`config.mk`:
```
export PLATFORM = sky130hd
export DESIGN_NAME = dv_isoc_frame_assembler_flat
export DESIGN_NICKNAME = d
export VERILOG_FILES = /design/src/rtl/core/dvfa_pkg.sv /design/src/rtl/core/dvfa_if.sv /design/src/rtl/core/dvfa_front.sv /design/src/rtl/core/dvfa_queue.sv /design/src/rtl/core/dvfa_back.sv /design/src/rtl/core/dv_isoc_frame_assembler.sv /design/src/flat_wrapper.sv
export SDC_FILE = /design/constraint.sdc
export NUM_CORES = 1
export LEC_CHECK = 0
export ABC_AREA = 0
export ABC_CLOCK_PERIOD_IN_PS = 6250
export BUFFER_PORTS_ARGS = -buffer_cell sky130_fd_sc_hd__buf_2
export CORE_MARGIN = 1
export CORE_UTILIZATION = 58
export CTS_CLUSTER_SIZE = 25
export DETAILED_ROUTE_END_ITERATION = 8
export PLACE_DENSITY_LB_ADDON = 0.08
export SLEW_MARGIN = 15
export SYNTH_ARGS = -nofsm -noshare
export SYNTH_HDL_FRONTEND = slang
export SYNTH_SLANG_ARGS = --single-unit
```
`constraint.sdc`:
```
create_clock -name clk -period 6.25 [get_ports clk]
set_input_delay 0.625 -clock clk [delete_from_list [all_inputs] [get_ports clk]]
set_output_delay 0.625 -clock clk [all_outputs]
set_load 0.03 [all_outputs]
```
`src/rtl/core/dvfa_pkg.sv`:
```
// ----------------------------------------------------------------------------
// dvfa_pkg - shared definitions for the DV isochronous frame assembler
// Constants of the packet format, result codes and the word passed from the
// front end to the back end through the queue.
// ----------------------------------------------------------------------------
package dvfa_pkg;

  // Packet format
  localparam int PAYLOAD_BYTES  = 480;
  localparam int PAYLOAD_QUADS  = PAYLOAD_BYTES / 4;
  localparam int LAST_INDEX     = 1 + PAYLOAD_QUADS;
  localparam int FULL_LENGTH    = PAYLOAD_BYTES + 8;
  localparam int HEADER_LENGTH  = 8;
  localparam int CIP_DBS        = 120;
  localparam int INDEX_BITS     = 7;
  localparam int ADDR_BITS      = 18;
  localparam int SIZE_BITS      = 18;

  localparam logic [SIZE_BITS-1:0] FRAME_SIZE_RST = 18'd120000;

  // Frame event codes
  typedef enum logic [1:0] {
    EV_NONE      = 2'd0,
    EV_COMPLETE  = 2'd1,
    EV_UNDERFLOW = 2'd2,
    EV_OVERFLOW  = 2'd3
  } frame_event_t;

  // Packet error codes
  typedef enum logic [1:0] {
    PERR_NONE    = 2'd0,
    PERR_BAD_LEN = 2'd1,
    PERR_BAD_CIP = 2'd2
  } packet_error_t;

  // Classified word, front end to back end
  typedef struct packed {
    logic                  first;     // first quadlet of a packet
    logic [INDEX_BITS-1:0] idx;       // quadlet index within the packet
    logic                  len_ok;    // length status 8 or 488
    logic                  len_full;  // length status 488
    logic                  hdr0_ok;   // CIP header 0 pattern and DBS
    logic                  hdr1_ok;   // CIP header 1 top bits 100b
    logic                  block0;    // DIF header marks block 0
    logic [31:0]           quadlet;
  } class_t;

endpackage

```
`src/rtl/core/dvfa_if.sv`:
```
// ----------------------------------------------------------------------------
// dvfa_if - stream interfaces of the DV frame assembler
// Input channel carries received quadlets, output channel carries the
// per-quadlet result word (buffer write and frame/packet status).
// ----------------------------------------------------------------------------
interface dvfa_in_if;
  logic        valid;
  logic        ready;
  logic [31:0] quadlet;
  logic        first_word;
  logic [15:0] packet_length;

  modport source (output valid, output quadlet, output first_word,
                  output packet_length, input ready);
  modport sink   (input valid, input quadlet, input first_word,
                  input packet_length, output ready);
endinterface

interface dvfa_out_if;
  logic        valid;
  logic        ready;
  logic        write_enable;
  logic [17:0] write_address;
  logic [31:0] write_data;
  logic [1:0]  frame_event;
  logic [1:0]  packet_error;
  logic [31:0] frame_sequence;

  modport source (output valid, output write_enable, output write_address,
                  output write_data, output frame_event, output packet_error,
                  output frame_sequence, input ready);
  modport sink   (input valid, input write_enable, input write_address,
                  input write_data, input frame_event, input packet_error,
                  input frame_sequence, output ready);
endinterface

```
`src/rtl/core/dvfa_front.sv`:
```
// ----------------------------------------------------------------------------
// dvfa_front - quadlet classifier
// Tracks the quadlet index within the packet and evaluates the length status
// and header patterns of every accepted word, pushing the result to the queue.
// ----------------------------------------------------------------------------
module dvfa_front (
  input  logic              clk,
  input  logic              rst_n,
  dvfa_in_if.sink           in_chan,
  output logic              enq_valid,
  input  logic              enq_ready,
  output dvfa_pkg::class_t  enq_data
);

  logic [dvfa_pkg::INDEX_BITS-1:0] word_index_r, word_index_nxt;
  logic [dvfa_pkg::INDEX_BITS-1:0] idx;
  logic                            fire;

  assign in_chan.ready = enq_ready;
  assign enq_valid     = in_chan.valid;
  assign fire          = in_chan.valid & enq_ready;

  // Index of this word; a first word restarts the count
  assign idx = in_chan.first_word ? '0 : word_index_r;

  // Next index saturates at all ones
  always_comb begin
    if (idx == {dvfa_pkg::INDEX_BITS{1'b1}}) begin
      word_index_nxt = idx;
    end else begin
      word_index_nxt = idx + 1'b1;
    end
  end

  always_ff @(posedge clk) begin
    if (!rst_n) begin
      word_index_r <= '0;
    end else if (fire) begin
      word_index_r <= word_index_nxt;
    end
  end

  // Classification of the word
  always_comb begin
    enq_data.first    = in_chan.first_word;
    enq_data.idx      = idx;
    enq_data.len_full = (in_chan.packet_length == 16'(dvfa_pkg::FULL_LENGTH));
    enq_data.len_ok   = enq_data.len_full ||
                        (in_chan.packet_length == 16'(dvfa_pkg::HEADER_LENGTH));
    enq_data.hdr0_ok  = (in_chan.quadlet[31:30] == 2'b00) &&
                        (in_chan.quadlet[23:16] == 8'(dvfa_pkg::CIP_DBS));
    enq_data.hdr1_ok  = (in_chan.quadlet[31:29] == 3'b100);
    enq_data.block0   = (in_chan.quadlet[31:29] == 3'b000) &&
                        (in_chan.quadlet[23:19] == 5'b00000);
    enq_data.quadlet  = in_chan.quadlet;
  end

endmodule

```
`src/rtl/core/dvfa_queue.sv`:
```
// ----------------------------------------------------------------------------
// dvfa_queue - two-entry word queue
// Decouples the classifier from the frame tracker so either side may stall.
// ----------------------------------------------------------------------------
module dvfa_queue (
  input  logic              clk,
  input  logic              rst_n,
  input  logic              enq_valid,
  output logic              enq_ready,
  input  dvfa_pkg::class_t  enq_data,
  output logic              deq_valid,
  input  logic              deq_ready,
  output dvfa_pkg::class_t  deq_data
);

  dvfa_pkg::class_t entry_r [2];
  logic             wr_ptr_r;
  logic             rd_ptr_r;
  logic [1:0]       count_r;
  logic             push;
  logic             pop;

  assign enq_ready = (count_r != 2'd2);
  assign deq_valid = (count_r != 2'd0);
  assign deq_data  = entry_r[rd_ptr_r];
  assign push      = enq_valid & enq_ready;
  assign pop       = deq_valid & deq_ready;

  // Pointers and fill level
  always_ff @(posedge clk) begin
    if (!rst_n) begin
      wr_ptr_r <= 1'b0;
      rd_ptr_r <= 1'b0;
      count_r  <= 2'd0;
    end else begin
      if (push) begin
        wr_ptr_r <= ~wr_ptr_r;
      end
      if (pop) begin
        rd_ptr_r <= ~rd_ptr_r;
      end
      unique case ({push, pop})
        2'b10:   count_r <= count_r + 2'd1;
        2'b01:   count_r <= count_r - 2'd1;
        default: count_r <= count_r;
      endcase
    end
  end

  // Storage
  always_ff @(posedge clk) begin
    if (push) begin
      entry_r[wr_ptr_r] <= enq_data;
    end
  end

endmodule

```
`src/rtl/core/dvfa_back.sv`:
```
// ----------------------------------------------------------------------------
// dvfa_back - packet acceptance and frame position tracker
// Holds the packet and frame state, the frame size register and the output
// register; produces one result word for every classified quadlet.
// ----------------------------------------------------------------------------
module dvfa_back #(
  parameter int POSITION_BITS = 18
) (
  input  logic                                clk,
  input  logic                                rst_n,
  input  logic                                cfg_write_enable,
  input  logic [dvfa_pkg::SIZE_BITS-1:0]      cfg_write_data,
  input  logic                                deq_valid,
  output logic                                deq_ready,
  input  dvfa_pkg::class_t                    deq_data,
  dvfa_out_if.source                          out_chan
);

  localparam logic [POSITION_BITS-1:0] POS_MAX = {POSITION_BITS{1'b1}};
  localparam logic [POSITION_BITS-1:0] POS_SAT_LIMIT =
    POS_MAX - POSITION_BITS'(dvfa_pkg::PAYLOAD_BYTES);

  // Control state
  logic [dvfa_pkg::SIZE_BITS-1:0] frame_size_r;
  logic                           first_header_ok_r, first_header_ok_nxt;
  logic                           packet_accepted_r, packet_accepted_nxt;
  logic                           packet_writes_r, packet_writes_nxt;
  logic [POSITION_BITS-1:0]       frame_position_r, frame_position_nxt;
  logic                           seen_first_frame_r, seen_first_frame_nxt;
  logic [31:0]                    completed_frames_r, completed_frames_nxt;
  logic                           out_valid_r;

  // Result register
  logic                           we_r, we_nxt;
  logic [dvfa_pkg::ADDR_BITS-1:0] addr_r, addr_nxt;
  logic [31:0]                    data_r, data_nxt;
  dvfa_pkg::frame_event_t         ev_r, ev_nxt;
  dvfa_pkg::packet_error_t        perr_r, perr_nxt;
  logic [31:0]                    seq_r, seq_nxt;

  logic                           pop;
  logic [POSITION_BITS-1:0]       pos_eff;
  logic [POSITION_BITS-1:0]       size_ext;
  logic [POSITION_BITS:0]         fit_sum;
  logic                           writes;
  logic [dvfa_pkg::INDEX_BITS-1:0] idx_m2;
  logic [dvfa_pkg::ADDR_BITS-1:0] offset;
  logic                           in_payload;

  assign pop       = deq_valid & (~out_valid_r | out_chan.ready);
  assign deq_ready = ~out_valid_r | out_chan.ready;

  assign size_ext  = POSITION_BITS'(frame_size_r);
  assign idx_m2    = deq_data.idx - 7'd2;
  assign offset    = {9'd0, idx_m2, 2'b00};
  assign in_payload = (deq_data.idx >= 7'd2) &&
                      (deq_data.idx <= 7'(dvfa_pkg::LAST_INDEX));

  // Per-word packet and frame update
  always_comb begin
    first_header_ok_nxt  = first_header_ok_r;
    packet_accepted_nxt  = packet_accepted_r;
    packet_writes_nxt    = packet_writes_r;
    frame_position_nxt   = frame_position_r;
    seen_first_frame_nxt = seen_first_frame_r;
    completed_frames_nxt = completed_frames_r;
    we_nxt   = 1'b0;
    addr_nxt = '0;
    data_nxt = '0;
    ev_nxt   = dvfa_pkg::EV_NONE;
    perr_nxt = dvfa_pkg::PERR_NONE;
    seq_nxt  = '0;
    pos_eff  = frame_position_r;
    writes   = packet_writes_r;
    fit_sum  = '0;

    priority if (deq_data.first) begin
      // Length status and CIP header 0
      packet_accepted_nxt = deq_data.len_ok;
      packet_writes_nxt   = deq_data.len_full;
      first_header_ok_nxt = deq_data.hdr0_ok;
      if (!deq_data.len_ok) begin
        perr_nxt = dvfa_pkg::PERR_BAD_LEN;
      end
    end else if (packet_accepted_r && (deq_data.idx == 7'd1)) begin
      // CIP header 1; header-only packets stop here
      if (!(first_header_ok_r && deq_data.hdr1_ok)) begin
        perr_nxt            = dvfa_pkg::PERR_BAD_CIP;
        packet_accepted_nxt = 1'b0;
      end else if (!packet_writes_r) begin
        packet_accepted_nxt = 1'b0;
      end
    end else if (packet_accepted_r && in_payload) begin
      // First payload quadlet: block 0 check and fit decision
      if (deq_data.idx == 7'd2) begin
        if (deq_data.block0) begin
          if (!seen_first_frame_r) begin
            seen_first_frame_nxt = 1'b1;
          end else if (frame_position_r < size_ext) begin
            ev_nxt = dvfa_pkg::EV_UNDERFLOW;
          end else if (frame_position_r > size_ext) begin
            ev_nxt = dvfa_pkg::EV_OVERFLOW;
          end else begin
            ev_nxt               = dvfa_pkg::EV_COMPLETE;
            seq_nxt              = completed_frames_r;
            completed_frames_nxt = completed_frames_r + 32'd1;
          end
          pos_eff = '0;
        end
        fit_sum = {1'b0, pos_eff} + (POSITION_BITS+1)'(dvfa_pkg::PAYLOAD_BYTES);
        writes  = (fit_sum <= (POSITION_BITS+1)'(frame_size_r));
        packet_writes_nxt = writes;
      end
      frame_position_nxt = pos_eff;
      if (writes) begin
        we_nxt   = 1'b1;
        addr_nxt = pos_eff[dvfa_pkg::ADDR_BITS-1:0] + offset;
        data_nxt = deq_data.quadlet;
      end
      // Last payload quadlet: advance the position, saturating
      if (deq_data.idx == 7'(dvfa_pkg::LAST_INDEX)) begin
        if (pos_eff > POS_SAT_LIMIT) begin
          frame_position_nxt = POS_MAX;
        end else begin
          frame_position_nxt = pos_eff + POSITION_BITS'(dvfa_pkg::PAYLOAD_BYTES);
        end
        packet_accepted_nxt = 1'b0;
      end
    end else begin
      // Word outside any accepted packet: ignored
      perr_nxt = dvfa_pkg::PERR_NONE;
    end
  end

  // Control registers
  always_ff @(posedge clk) begin
    if (!rst_n) begin
      frame_size_r       <= dvfa_pkg::FRAME_SIZE_RST;
      first_header_ok_r  <= 1'b0;
      packet_accepted_r  <= 1'b0;
      packet_writes_r    <= 1'b0;
      frame_position_r   <= '0;
      seen_first_frame_r <= 1'b0;
      completed_frames_r <= '0;
      out_valid_r        <= 1'b0;
    end else begin
      if (cfg_write_enable) begin
        frame_size_r <= cfg_write_data;
      end
      if (pop) begin
        first_header_ok_r  <= first_header_ok_nxt;
        packet_accepted_r  <= packet_accepted_nxt;
        packet_writes_r    <= packet_writes_nxt;
        frame_position_r   <= frame_position_nxt;
        seen_first_frame_r <= seen_first_frame_nxt;
        completed_frames_r <= completed_frames_nxt;
        out_valid_r        <= 1'b1;
      end else if (out_chan.ready) begin
        out_valid_r        <= 1'b0;
      end
    end
  end

  // Result payload
  always_ff @(posedge clk) begin
    if (pop) begin
      we_r   <= we_nxt;
      addr_r <= addr_nxt;
      data_r <= data_nxt;
      ev_r   <= ev_nxt;
      perr_r <= perr_nxt;
      seq_r  <= seq_nxt;
    end
  end

  assign out_chan.valid          = out_valid_r;
  assign out_chan.write_enable   = we_r;
  assign out_chan.write_address  = addr_r;
  assign out_chan.write_data     = data_r;
  assign out_chan.frame_event    = ev_r;
  assign out_chan.packet_error   = perr_r;
  assign out_chan.frame_sequence = seq_r;

endmodule

```
`src/rtl/core/dv_isoc_frame_assembler.sv`:
```
// ----------------------------------------------------------------------------
// Path: an accepted quadlet is registered in the queue, then in the output register.
// Throughput: one quadlet per cycle while out_chan.ready holds; the frame
//   tracker sets the rate, with a two-entry queue between it and the classifier.
// Reset (rst_n low, synchronous): packet and frame state cleared, frame size
//   back to 120000 bytes, queue and output register emptied.
// ----------------------------------------------------------------------------
// dv_isoc_frame_assembler - DV isochronous frame assembler
// Checks received isochronous packets and writes DV payload into the frame
// buffer, reporting frame complete, underflow and overflow.
// ----------------------------------------------------------------------------
module dv_isoc_frame_assembler #(
  parameter int POSITION_BITS = 18
) (
  input  logic                           clk,
  input  logic                           rst_n,
  input  logic                           cfg_write_enable,
  input  logic [dvfa_pkg::SIZE_BITS-1:0] cfg_write_data,
  dvfa_in_if.sink                        in_chan,
  dvfa_out_if.source                     out_chan
);

  logic             enq_valid;
  logic             enq_ready;
  dvfa_pkg::class_t enq_data;
  logic             deq_valid;
  logic             deq_ready;
  dvfa_pkg::class_t deq_data;

  // Classifier
  dvfa_front u_front (
    .clk       (clk),
    .rst_n     (rst_n),
    .in_chan   (in_chan),
    .enq_valid (enq_valid),
    .enq_ready (enq_ready),
    .enq_data  (enq_data)
  );

  // Decoupling queue
  dvfa_queue u_queue (
    .clk       (clk),
    .rst_n     (rst_n),
    .enq_valid (enq_valid),
    .enq_ready (enq_ready),
    .enq_data  (enq_data),
    .deq_valid (deq_valid),
    .deq_ready (deq_ready),
    .deq_data  (deq_data)
  );

  // Frame tracker
  dvfa_back #(
    .POSITION_BITS (POSITION_BITS)
  ) u_back (
    .clk              (clk),
    .rst_n            (rst_n),
    .cfg_write_enable (cfg_write_enable),
    .cfg_write_data   (cfg_write_data),
    .deq_valid        (deq_valid),
    .deq_ready        (deq_ready),
    .deq_data         (deq_data),
    .out_chan         (out_chan)
  );

endmodule

```
`src/flat_wrapper.sv`:
```
// flat-port wrapper written by rule: the top's interface ports become plain ports
module dv_isoc_frame_assembler_flat 
#(
  parameter int POSITION_BITS = 18
)
  (clk, rst_n, cfg_write_enable, cfg_write_data, in_chan_valid, in_chan_quadlet, in_chan_first_word, in_chan_packet_length, in_chan_ready, out_chan_valid, out_chan_write_enable, out_chan_write_address, out_chan_write_data, out_chan_frame_event, out_chan_packet_error, out_chan_frame_sequence, out_chan_ready);
  dvfa_in_if in_chan_i ();
  dvfa_out_if out_chan_i ();
  input  logic clk;
  input  logic rst_n;
  input  logic cfg_write_enable;
  input  logic [dvfa_pkg::SIZE_BITS-1:0] cfg_write_data;
  input wire logic [$bits(in_chan_i.valid)-1:0] in_chan_valid;
  input wire logic [$bits(in_chan_i.quadlet)-1:0] in_chan_quadlet;
  input wire logic [$bits(in_chan_i.first_word)-1:0] in_chan_first_word;
  input wire logic [$bits(in_chan_i.packet_length)-1:0] in_chan_packet_length;
  output wire logic [$bits(in_chan_i.ready)-1:0] in_chan_ready;
  output wire logic [$bits(out_chan_i.valid)-1:0] out_chan_valid;
  output wire logic [$bits(out_chan_i.write_enable)-1:0] out_chan_write_enable;
  output wire logic [$bits(out_chan_i.write_address)-1:0] out_chan_write_address;
  output wire logic [$bits(out_chan_i.write_data)-1:0] out_chan_write_data;
  output wire logic [$bits(out_chan_i.frame_event)-1:0] out_chan_frame_event;
  output wire logic [$bits(out_chan_i.packet_error)-1:0] out_chan_packet_error;
  output wire logic [$bits(out_chan_i.frame_sequence)-1:0] out_chan_frame_sequence;
  input wire logic [$bits(out_chan_i.ready)-1:0] out_chan_ready;
  assign in_chan_i.valid = in_chan_valid;
  assign in_chan_i.quadlet = in_chan_quadlet;
  assign in_chan_i.first_word = in_chan_first_word;
  assign in_chan_i.packet_length = in_chan_packet_length;
  assign in_chan_ready = in_chan_i.ready;
  assign out_chan_valid = out_chan_i.valid;
  assign out_chan_write_enable = out_chan_i.write_enable;
  assign out_chan_write_address = out_chan_i.write_address;
  assign out_chan_write_data = out_chan_i.write_data;
  assign out_chan_frame_event = out_chan_i.frame_event;
  assign out_chan_packet_error = out_chan_i.packet_error;
  assign out_chan_frame_sequence = out_chan_i.frame_sequence;
  assign out_chan_i.ready = out_chan_ready;
  dv_isoc_frame_assembler #(.POSITION_BITS(POSITION_BITS)) u_core (.clk(clk), .rst_n(rst_n), .cfg_write_enable(cfg_write_enable), .cfg_write_data(cfg_write_data), .in_chan(in_chan_i), .out_chan(out_chan_i));
endmodule
```
==> impl_table.tex <==
\begin{tabular}{lr}
\hline
Metric & Value \\
\hline
\multicolumn{2}{l}{\textbf{Run status}} \\
Status & completed \\
\multicolumn{2}{l}{\textbf{Synthesis}} \\
Number of synthesized register bits & $\sim$260 \\
Mean cell area of the mapped netlist & approximately 11 sq um \\
Synth top area cells & sky130\_fd\_sc\_hd\_\_edfxtp\_1 41\%, sky130\_fd\_sc\_hd\_\_dfxtp\_1 13\%, sky130\_fd\_sc\_hd\_\_mux2i\_1 4.9\% \\
Leading area contributor after synthesis & sky130\_fd\_sc\_hd\_\_edfxtp\_1 \\
EDFF count, synth & between 150 and 200 \\
Sequential share of the synthesized area & between 50 and 60\% \\
Post-synth top flop & sky130\_fd\_sc\_hd\_\_edfxtp\_1 \\
Number of warnings issued by yosys & 0 \\
Cells after Synth & approximately 1100 \\
Post-synth top area share & just over 40\% \\
Area of the mapped netlist & roughly 13000 sq um \\
Synthesized netlist net count & 1242 \\
Post-synthesis cell type count & 73 \\
Async set or reset register ratio after synthesis & 0\% \\
\multicolumn{2}{l}{\textbf{Floorplan}} \\
Die W & 151 microns \\
Io pins & 161 \\
Die Y & 151 microns \\
Die area & 22700 sq um \\
Starting density of the core & roughly three fifths \\
Row count & 54 \\
Core ar. & about 22000 sq um \\
\multicolumn{2}{l}{\textbf{GRT}} \\
First-pass GRT wire length & 45000 microns \\
Total global-route track usage & about a quarter \\
Initial antenna violation count & 2 \\
Maximum number of pins on one net before global-route repair & between 70 and 80 \\
Vias in the first global route & between 8000 and 9000 \\
GRT Residual Overflow & 0 \\
\multicolumn{2}{l}{\textbf{Critical path}} \\
Crit Path Max Fanout & slightly above 50 \\
Cell mode on critical path & sky130\_fd\_sc\_hd\_\_nand2\_1 \\
Critical path arrival & $\sim$4800 ps \\
R2R depth & 16 \\
Critical path required time & 6510 ps \\
CP peak stage delay & around 840 ps \\
Ordered list of cells on the worst path & mux2i\_1 > nand2\_1 > ha\_1 > nand2\_1 > nand2\_1 > nor3\_1 > xnor2\_1 > nor2\_1 > ha\_1 > nand3\_1 > nor2\_1 > a21boi\_0 > o31ai\_1 > a21oi\_4 > buf\_4 > nor3b\_1 \\
Startpoint Class & flip-flop \\
Type of the worst setup path & reg -> reg \\
Nature of the critical path endpoint & flip-flop \\
Critical-path cell with the highest stage delay & sky130\_fd\_sc\_hd\_\_mux2i\_1 \\
\multicolumn{2}{l}{\textbf{Drt}} \\
Final WL & about 29000 microns \\
Final antenna-violating net count & 0 \\
Total number of vias & 9367 \\
Vias per Instance & between 6 and 7 \\
Length of the first detailed-routing pass in iterations & 5 \\
Drt drc & 0 \\
Initial DRC count & 550 \\
Wire per inst & between 15 and 20 microns \\
\multicolumn{2}{l}{\textbf{CTS}} \\
Inserted Clock Buffers & 28 \\
Insertion delay of the later-clocked pin in the worst-skew pair & around 550 ps \\
Total clock sinks & around 260 \\
\# hold bufs at CTS & 0 \\
\# resized after CTS & 0 \\
Clock-pin slew on the worst setup and hold paths & around 60 ps \\
Post-CTS setup buffer count & 0 \\
Cell chosen for the clock root & sky130\_fd\_sc\_hd\_\_clkbuf\_16 \\
CTS HTree Levels & 1 \\
CTS tree & done \\
Bufs on Longest Clock Path & 3 \\
\multicolumn{2}{l}{\textbf{Worst hold path}} \\
Min-delay src & in\_chan\_quadlet[0] \\
Number of instances on the worst hold path & 1 \\
Path type of the worst min-delay path & in -> reg \\
\multicolumn{2}{l}{\textbf{STA}} \\
Setup repair after global routing missed its margin & no \\
Final critical path time including I/O delays and setup & between 4000 and 5000 ps \\
Post-route clock period utilization & roughly 73\% \\
Final setup TNS & 0 ps \\
Final slew viol count & 0 \\
Worst rel slew slack & about 32\% \\
Transition time of the tightest slew-check pin & 991 ps \\
Final Hold Vio Count & 0 \\
Top achievable clock speed & 220 MHz \\
Endpoints failing setup & 0 \\
Setup skew after layout & 17.6 ps \\
\multicolumn{2}{l}{\textbf{Final layout}} \\
Final cell utilization of the core & between 60\% and 70\% \\
P\&R area growth vs syn & 15.5\% \\
Final-stage net count & approximately 1400 \\
Layout Cell Area excl Fill & 14800 sq um \\
Most frequent standard cell in the layout excluding fill and tap cells & sky130\_fd\_sc\_hd\_\_edfxtp\_1 \\
Share of post-route cells with drive strength above 1 & approximately 21\% \\
Flip-flop and latch area & around 7000 sq um \\
Fill cell instance count of the final layout & roughly 1700 \\
Area occupied by multi-input gates & $\sim$5400 sq um \\
Most used cells in the layout excluding fill and tap cells & 177 x sky130\_fd\_sc\_hd\_\_edfxtp\_1, 160 x sky130\_fd\_sc\_hd\_\_buf\_2, 84 x sky130\_fd\_sc\_hd\_\_dfxtp\_1 \\
Non-filler instance count after layout & approximately 1600 \\
\multicolumn{2}{l}{\textbf{Job}} \\
Max-cap violation count & 0 \\
\multicolumn{2}{l}{\textbf{Place}} \\
Placed cell areas & about 14000 sq um \\
Placed cells & $\sim$1500 \\
Gp weighted congestion & approximately 0.93 \\
Detail Placement HPWL & 19500 microns \\
Count of input and output buffers & 160 \\
\multicolumn{2}{l}{\textbf{Power}} \\
Total power per unit cell area & 391 nW/um\^{}2 \\
VDD IR-drop max & 320 uV \\
P\_leak & approximately 5.4 nW \\
\hline
\end{tabular}
==> Yosys cell counts (all sizes together), types with 23 or more instances <==
library cell	instances
nor3	59
mux2i	63
o21ai	37
inv	36
dfxtp	85
edfxtp	177
clkbuf	43
ha	50
nand3	32
o311ai	23
nand2	62
buf	23
and2	47
a21oi	54
nand4	23
nor2	52
o41ai	24
nand2b	32
==> path summary, 6_finish.rpt <==
| check | end | slack (ps) |
|---|---|---|
| setup / recovery | u_core.u_back.out_chan.write_address[3] | 1710 |
| hold / removal | u_core.u_queue.entry_r[0][0] | 260 |
| setup reg to reg | u_core.u_back.out_chan.write_address[3] | 1710 |
| hold reg to reg | u_core.u_back.completed_frames_r[21] | 470 |
==> logic make-up (layout without fill, tap and decap cells) <==
kind of cell	count (synthesis)	in the layout	share of synthesized area (%)
buffers and inverters	102	262	3.33
AO/OA/AOI/OAI	207	207	11.1
flip-flops	262	262	54.7
AND/OR/NAND/NOR	402	402	18.7
other	0	1	0
adder cells (fa/ha/maj)	51	51	5.03
XOR/XNOR	28	28	1.91
multiplexers	67	67	5.26
==> area by class of cell <==
class	instances	share of cell area, %
sequential	262	47.3
multi-input combinational	755	36.6
timing repair buffer	174	6.11
clock buffer	30	4.78
tap	280	2.36
clock inverter	22	1.89
inverter	36	0.928
antenna	1	0.0169
==> sequential cells by signal, indices dropped and copies added, names as in the netlist, 2 cells and up, named ones only <==
signal,count
u_core.u_back.out_chan.write_address,18
u_core.u_back.out_chan.packet_error,2
u_core.u_queue.count_r,2
u_core.u_back.out_chan.frame_sequence,32
u_core.u_back.completed_frames_r,32
u_core.u_back.out_chan.frame_event,2
u_core.u_back.frame_size_r,18
u_core.u_back.frame_position_r,18
u_core.u_queue.entry_r,90
u_core.u_back.out_chan.write_data,32
u_core.u_front.word_index_r,7
==> critical path: cells and delay by family, from the launching register on <==
kind	cells	cell delay, ps
buffers and inverters	1	600
flip-flops	1	390
AND/OR/NAND/NOR	8	1100
AO/OA/AOI/OAI	3	500
XOR/XNOR	1	140
adder cells (fa/ha/maj)	2	610
multiplexers	1	840
==> report_power, final <==
group | internal (mW) | switching [mW] | total (mW)
combinational | 0.427 | 1.21 | 1.64
clock | 1.07 | 0.687 | 1.76
sequential | 2.28 | 0.115 | 2.40
==> metrics by stage <==
| stage | worst slack, ps | hold WS, ps | total power [mW] |
|---|---|---|---|
| 6_report | 1710 | 262 | 5.79 |
| 5_1_grt | 1250 | 243 | 6.05 |
| 4_1_cts | 1690 | 244 | 5.83 |
| 3_5_place_dp | 1680 | 465 | 4.07 |
| 3_3_place_gp | 1880 | 443 | 4.05 |
| 2_1_floorplan | 1440 | 435 | 3.62 |
==> routing by layer <==
| metal | GRT usage [%] | routed length [microns] | up-vias |
|---|---|---|---|
| li1 | - | - | 4543 |
| met1 | 33.4 | 12600 | 4475 |
| met2 | 41.3 | 13400 | 292 |
| met3 | 5.51 | 1880 | 55 |
| met4 | 8.55 | 894 | 2 |
| met5 | 0 | 10 | - |
Note: power is estimated with default switching activity, not from simulation.
